[config.mk]
export PLATFORM = sky130hd
export DESIGN_NAME = vpp_queue
export DESIGN_NICKNAME = d
export VERILOG_FILES = /design/src/vertex_perspective_projection_top_macros.svh /design/src/vpp_pkg.sv /design/src/vpp_queue.sv
export SDC_FILE = /design/constraint.sdc
export NUM_CORES = 1
export LEC_CHECK = 0
export ABC_AREA = 1
export BUFFER_PORTS_ARGS = -buffer_cell sky130_fd_sc_hd__buf_4
export CAP_MARGIN = 10
export CORE_MARGIN = 5
export CORE_UTILIZATION = 58
export CTS_BUF_LIST = sky130_fd_sc_hd__clkbuf_8
export DETAILED_ROUTE_END_ITERATION = 7
export PLACE_DENSITY = 0.95
export RECOVER_POWER = 50
export SYNTH_ARGS = -nofsm -noshare
export SYNTH_HDL_FRONTEND = slang
export SYNTH_SLANG_ARGS = --single-unit
[constraint.sdc]
create_clock -name clk -period 9.3 [get_ports clk]
set_clock_uncertainty 0.1 [all_clocks]
set_input_delay 1.86 -clock clk [delete_from_list [all_inputs] [get_ports clk]]
set_output_delay 1.86 -clock clk [all_outputs]
set_load 0.05 [all_outputs]
[src/vertex_perspective_projection_top_macros.svh]
// assertion macros for the projection block
`ifndef VERTEX_PERSPECTIVE_PROJECTION_TOP_MACROS_SVH
`define VERTEX_PERSPECTIVE_PROJECTION_TOP_MACROS_SVH

// implication checked at every clock edge out of reset
`define VPP_ASSERT_IMPLY(label, clk, rst_n, ante, cons) \
    label: assert property (@(posedge clk) disable iff (!rst_n) (ante) |-> (cons)) \
        else $error("vpp assertion failed");

// next-cycle implication
`define VPP_ASSERT_NEXT(label, clk, rst_n, ante, cons) \
    label: assert property (@(posedge clk) disable iff (!rst_n) (ante) |=> (cons)) \
        else $error("vpp assertion failed");

`endif

[src/vpp_pkg.sv]
`timescale 1ns / 1ps
// ----------------------------------------------------------------------------
// vpp_pkg
// types and constants shared by the perspective projection block
// ----------------------------------------------------------------------------
package vpp_pkg;

    localparam int FOCAL_SCALE_DEF = 256;
    localparam int VTX_W    = 32;
    localparam int DIFF_W   = 33;
    localparam int COEF_W   = 16;
    localparam int ROW_W    = 48;
    localparam int PROD_W   = COEF_W + DIFF_W;
    localparam int ACC_W    = PROD_W + 2;
    localparam int MAT_FRAC = 14;
    localparam int ROT_W    = ACC_W - MAT_FRAC;
    localparam int MAG_W    = ROT_W - 1;
    localparam int QB       = 17;
    localparam int HALF_W   = 14;
    localparam int SCR_W    = 16;
    localparam int IDX_W    = 3;

    localparam logic [IDX_W-1:0] REG_ROW_X  = 3'd0;
    localparam logic [IDX_W-1:0] REG_ROW_Y  = 3'd1;
    localparam logic [IDX_W-1:0] REG_ROW_Z  = 3'd2;
    localparam logic [IDX_W-1:0] REG_CAM_X  = 3'd3;
    localparam logic [IDX_W-1:0] REG_CAM_Y  = 3'd4;
    localparam logic [IDX_W-1:0] REG_CAM_Z  = 3'd5;
    localparam logic [IDX_W-1:0] REG_HALF_W = 3'd6;
    localparam logic [IDX_W-1:0] REG_HALF_H = 3'd7;

    typedef struct packed {
        logic signed [VTX_W-1:0] vertex_x;
        logic signed [VTX_W-1:0] vertex_y;
        logic signed [VTX_W-1:0] vertex_z;
    } vertex_t;

    typedef struct packed {
        logic signed [SCR_W-1:0] screen_x;
        logic signed [SCR_W-1:0] screen_y;
        logic signed [VTX_W-1:0] depth;
        logic                    zero_depth;
        logic                    clipped;
    } result_t;

    typedef struct packed {
        logic [2:0][ROW_W-1:0]   orient;
        logic signed [VTX_W-1:0] cam_x;
        logic signed [VTX_W-1:0] cam_y;
        logic signed [VTX_W-1:0] cam_z;
        logic [HALF_W-1:0]       half_w;
        logic [HALF_W-1:0]       half_h;
    } cfg_t;

    typedef struct packed {
        logic signed [ROT_W-1:0] rx;
        logic signed [ROT_W-1:0] ry;
        logic signed [ROT_W-1:0] rz;
    } rot_t;

endpackage

[src/vpp_queue.sv]
`timescale 1ns / 1ps
// ----------------------------------------------------------------------------
// vpp_queue
// two-entry queue between the rotation front and the divide back
// ----------------------------------------------------------------------------
module vpp_queue
(
    input  logic          clk,
    input  logic          rst_n,
    input  logic          wr_en,
    input  vpp_pkg::rot_t wr_data,
    output logic          rd_valid,
    output vpp_pkg::rot_t rd_data
);

    vpp_pkg::rot_t mem_reg [0:1];
    logic          wr_ptr_reg;
    logic          wr_ptr_next;
    logic          rd_ptr_reg;
    logic          rd_ptr_next;
    logic [1:0]    count_reg;
    logic [1:0]    count_next;
    logic          pop;

    // the back end never stalls, so the head word leaves every cycle
    assign pop         = (count_reg != 2'd0);
    assign wr_ptr_next = wr_en ? ~wr_ptr_reg : wr_ptr_reg;
    assign rd_ptr_next = pop ? ~rd_ptr_reg : rd_ptr_reg;
    assign count_next  = count_reg + {1'b0, wr_en} - {1'b0, pop};

    always_ff @(posedge clk or negedge rst_n)
    begin
        if (!rst_n)
        begin
            wr_ptr_reg <= 1'b0;
            rd_ptr_reg <= 1'b0;
            count_reg  <= 2'd0;
        end
        else
        begin
            wr_ptr_reg <= wr_ptr_next;
            rd_ptr_reg <= rd_ptr_next;
            count_reg  <= count_next;
        end
    end

    always_ff @(posedge clk)
    begin
        if (wr_en)
        begin
            mem_reg[wr_ptr_reg] <= wr_data;
        end
    end

    assign rd_valid = pop;
    assign rd_data  = mem_reg[rd_ptr_reg];

endmodule

# Word-level counts from Yosys, hierarchy flattened
# Memory sizes are Yosys's and may differ from the RTL's.
# Index checks and enable logic that the tools add are counted.
[op_classes]
addsub = 2
mux = 2
bitwise_logic = 2
reduce_logical = 1
[op_table]
columns = ["operator", "count"]
rows = [
  ["$add A2 B1 Y2", 1],
  ["$mux W1", 2],
  ["$not A1 Y1", 2],
  ["$reduce_bool A2 Y1", 1],
  ["$sub A2 B1 Y2", 1],
]
[totals]
regBits = 4
ram_bits = 222
in_bits = 114
output_inout_bits = 112
word_cells = 11
n_memories = 1
[mem_list]
columns = ["memory", "words", "word_bits", "rd", "rd_ports_with_merged_regs", "wr", "line", "rtl"]
rows = [
  ["mem_reg", 2, 111, 1, 0, 1, "vpp_queue.sv:16", "vpp_pkg::rot_t mem_reg [0:1];"],
]

# Logic depth before layout (Yosys ltp)
[logic_depth]
word_depth = 2
mapped_depth = 6
ltp_nobuf = 5

# Worst setup path after synthesis
# No wires, ideal clock.
[synth_timing]
path_kind = "input-to-reg"
startpoint = "input wr_en"
endpoint = "memory mem_reg[0][0] (netlist bit) (enable)"
setup_time_ns = 0.585
t_arrival_ns = 6.545
required_ns = 8.615
path_slack_ns = 2.070
cell_stages = 2
n_path_buf = 0
cell_sequence = "inv_1 -> nor2_1"
[synth_via]
elab_chain_len = 2
[synth_lines]
columns = ["item", "line", "rtl"]
rows = [
  ["start: declaration", "vpp_queue.sv:10", "input logic wr_en,"],
  ["$mux W1", "vpp_queue.sv:49", "if (wr_en)"],
  ["$mux W1 (implied by the code)", "vpp_queue.sv:51", "mem_reg[wr_ptr_reg] <= wr_data;"],
  ["end: declaration", "vpp_queue.sv:16", ""],
]
# Every way passes these cells.

# Worst setup path in the final report
[layout_timing]
startpoint = "input wr_en"
endpoint = "memory mem_reg[1][57] (netlist bit) (enable)"
# The elaborated chain is that of the path after synthesis.

==> reports/qor.yml <==
status: "finished, violations left"
violations: "capacitance limit, slew limit"
htree_levels: 2
nNetsFinal: 958
worst_pin_slew_ns: 2.51
numCtsBuffers: 35
seqPwrFrac: 0.465
routedWlPerCell_um: 17.2
cp_max_fo: 57
final-setup-viol-count: 0
io_pins: 226
finalPower_mw: 3.02
power.density_nw_per_um2: 288
drc: 0
internal_power_mw: 1.94
grt_use_met1: 0.243
overflow: 0
synth_top_area_cell: "edfxtp_1"
critPathArrivalTime_ns: 5.10
yosysWarnings: 0
synthFlopType: "edfxtp_1"
post_cts_buffers: 0
pre_cts_slack_ns: 5.37
die_h_um: 130
async_flop_share: 0.0177
finalHoldViolCount: 0
power_leakage_nw: 4.45
combPwrFrac: 0.298
netlist.area_leader.share: 0.803
cts_tree: "yes"
rsz0062_at_grt: "false"
grt_max_degree: 113
p_clk_frac: 0.237
netlist_instances: 602
power_switching_mw: 1.08
finalWorstPathRequiredPeriod_ns: 5.06
synth-edff-count: 222
p_sw_frac: 0.358
busiest_layer: "met2"
clock.fmax_mhz: 198
cts.repair.resized: 0
path_class: "in -> reg"
synthToLayoutAreaGrowth_pct: 26.6
largest_register_ffs: 222
vias_per_cell: 5.06
finalWeightedCongestion: 0.774
setup_ws_ns: 4.24
use_met2: 0.387
grt_use_met3: 0.0680
hpwl_mm: 11.7
peakVddDrop_mv: 0.179
setup_tns_ns: 0
die_area_um2: 16800
antenna_found_initial: 0
rows: 43
cap_viol_max_count: 1
vias: 5304
diodes: 0
drt-total-wl_mm: 18.1
ant_nets: 0
clk_pin_slew_ns: 0.06
synthTopCellsByArea: "edfxtp_1, nand2_1, buf_6"
regArea_um2: 6770
synth_top_cells_by_count: "nand2_1, edfxtp_1, buf_2"
multi_input_area_um2: 1320
clock_latency_ns: 0.48
min_period_over_period: 0.544
hp-class: "reg -> reg"
hold_buffers: 0
start_util: 0.595
grt_use_total: 0.214
grt_pass1_vias: 5495
yosysMostFrequentCell: "nand2_1"
clk_path_buf_depth: 3
synthDistinctLibCells: 13
worst_ep_required_time_ns: 9.34
synth_nets: 717
synth_area_um2: 8300
drive_gt1_frac: 0.266
relSlewSlack: -0.681
fp.coreArea_um2: 13900
drtPass1Iterations: 4
crit_path_start_kind: "primary input"
fillers: 857
place.port_buffers: 225
die_w_um: 130
grt_pass1_wl_mm: 27.4
synth-seq-cells: 226
drt_iter0_drc: 307
final_max_slew_viol_count: 58
cts.sinks: 226
ys_seq_area_frac: 0.815
cp-end-kind: "flop"
avgSynthCellArea_um2: 13.8
cts_root_buf: "clkbuf_8"
## area by class of cell
class	instances	share of cell area
clock buffer	37	0.0485
timing repair buffer	229	0.148
clock inverter	26	0.0100
sequential	226	0.645
multi-input combinational	346	0.125
tap	180	0.0214
inverter	5	0.00214
## layer usage
metal / vias up / share of wire
li1: 2525 / -
met5: - / 0
met4: 0 / 0.018
met3: 27 / 0.088
met1: 2532 / 0.36
met2: 220 / 0.53
## kinds of logic after synthesis
kind of cell | Yosys count | synth area share
compound gates | 1 | 0.000603
xor+xnor | 1 | 0.00106
fa+ha+maj | 1 | 0.00151
buf+inv | 30 | 0.0258
flops | 226 | 0.815
simple gates | 343 | 0.156
## stage by stage
step | utilization | hold slack (ns) | cells | instance area, um^2
after floorplan | - | 0.363 | 602 | 8300
after global placement | 0.722 | 0.429 | 986 | 10100
after detailed placement | 0.722 | 0.432 | 986 | 10100
after CTS | 0.766 | 0.444 | 1049 | 10700
after global routing | 0.754 | 0.437 | 1049 | 10500
final | 0.754 | 0.392 | 1049 | 10500
## power by group through the flow
stage | clock [mW] | combinational (mW) | sequential [mW]
after floorplan | 0 | 0.629 | 1.43
after global placement | 0 | 0.905 | 1.41
after detailed placement | 0 | 0.917 | 1.42
after CTS | 0.734 | 0.921 | 1.40
after global routing | 0.789 | 0.955 | 1.42
final | 0.717 | 0.900 | 1.40
## path summary, 6_finish.rpt
path / from / endpoint / slack [ns] / cells past startpoint
setup / recovery: wr_en / mem_reg[1][57] / 4.24 / 4
hold / removal: wr_ptr_reg / wr_ptr_reg / 0.39 / 1
setup reg to reg: wr_ptr_reg / mem_reg[1][57] / 5.36 / 3
hold reg to reg: wr_ptr_reg / wr_ptr_reg / 0.39 / 1
max in group asynchronous: rst_n / rd_ptr_reg / 7.77 / 1
min in group asynchronous: rst_n / count_reg[0] / 1.10 / 1
## worst max-delay path, cell delays in order
cell,delay [ns]
clkbuf_1,0.13
nand2_1,0.10
clkinvlp_2,1.86
buf_4,1.07
## cell usage in the layout (no fill, tap or decap), types with 3 or more instances in the layout
| cell type | synthesis | final |
|---|---|---|
| edfxtp_1 | 222 | 222 |
| clkinv_1 | 0 | 13 |
| clkbuf_1 | 0 | 44 |
| inv_1 | 4 | 10 |
| dfrtp_1 | 4 | 3 |
| buf_4 | 2 | 116 |
| clkbuf_8 | 0 | 37 |
| clkinv_2 | 0 | 6 |
| nor2_1 | 3 | 3 |
| clkbuf_4 | 0 | 69 |
| nand2_1 | 339 | 339 |
(Power assumes the default switching activity.)
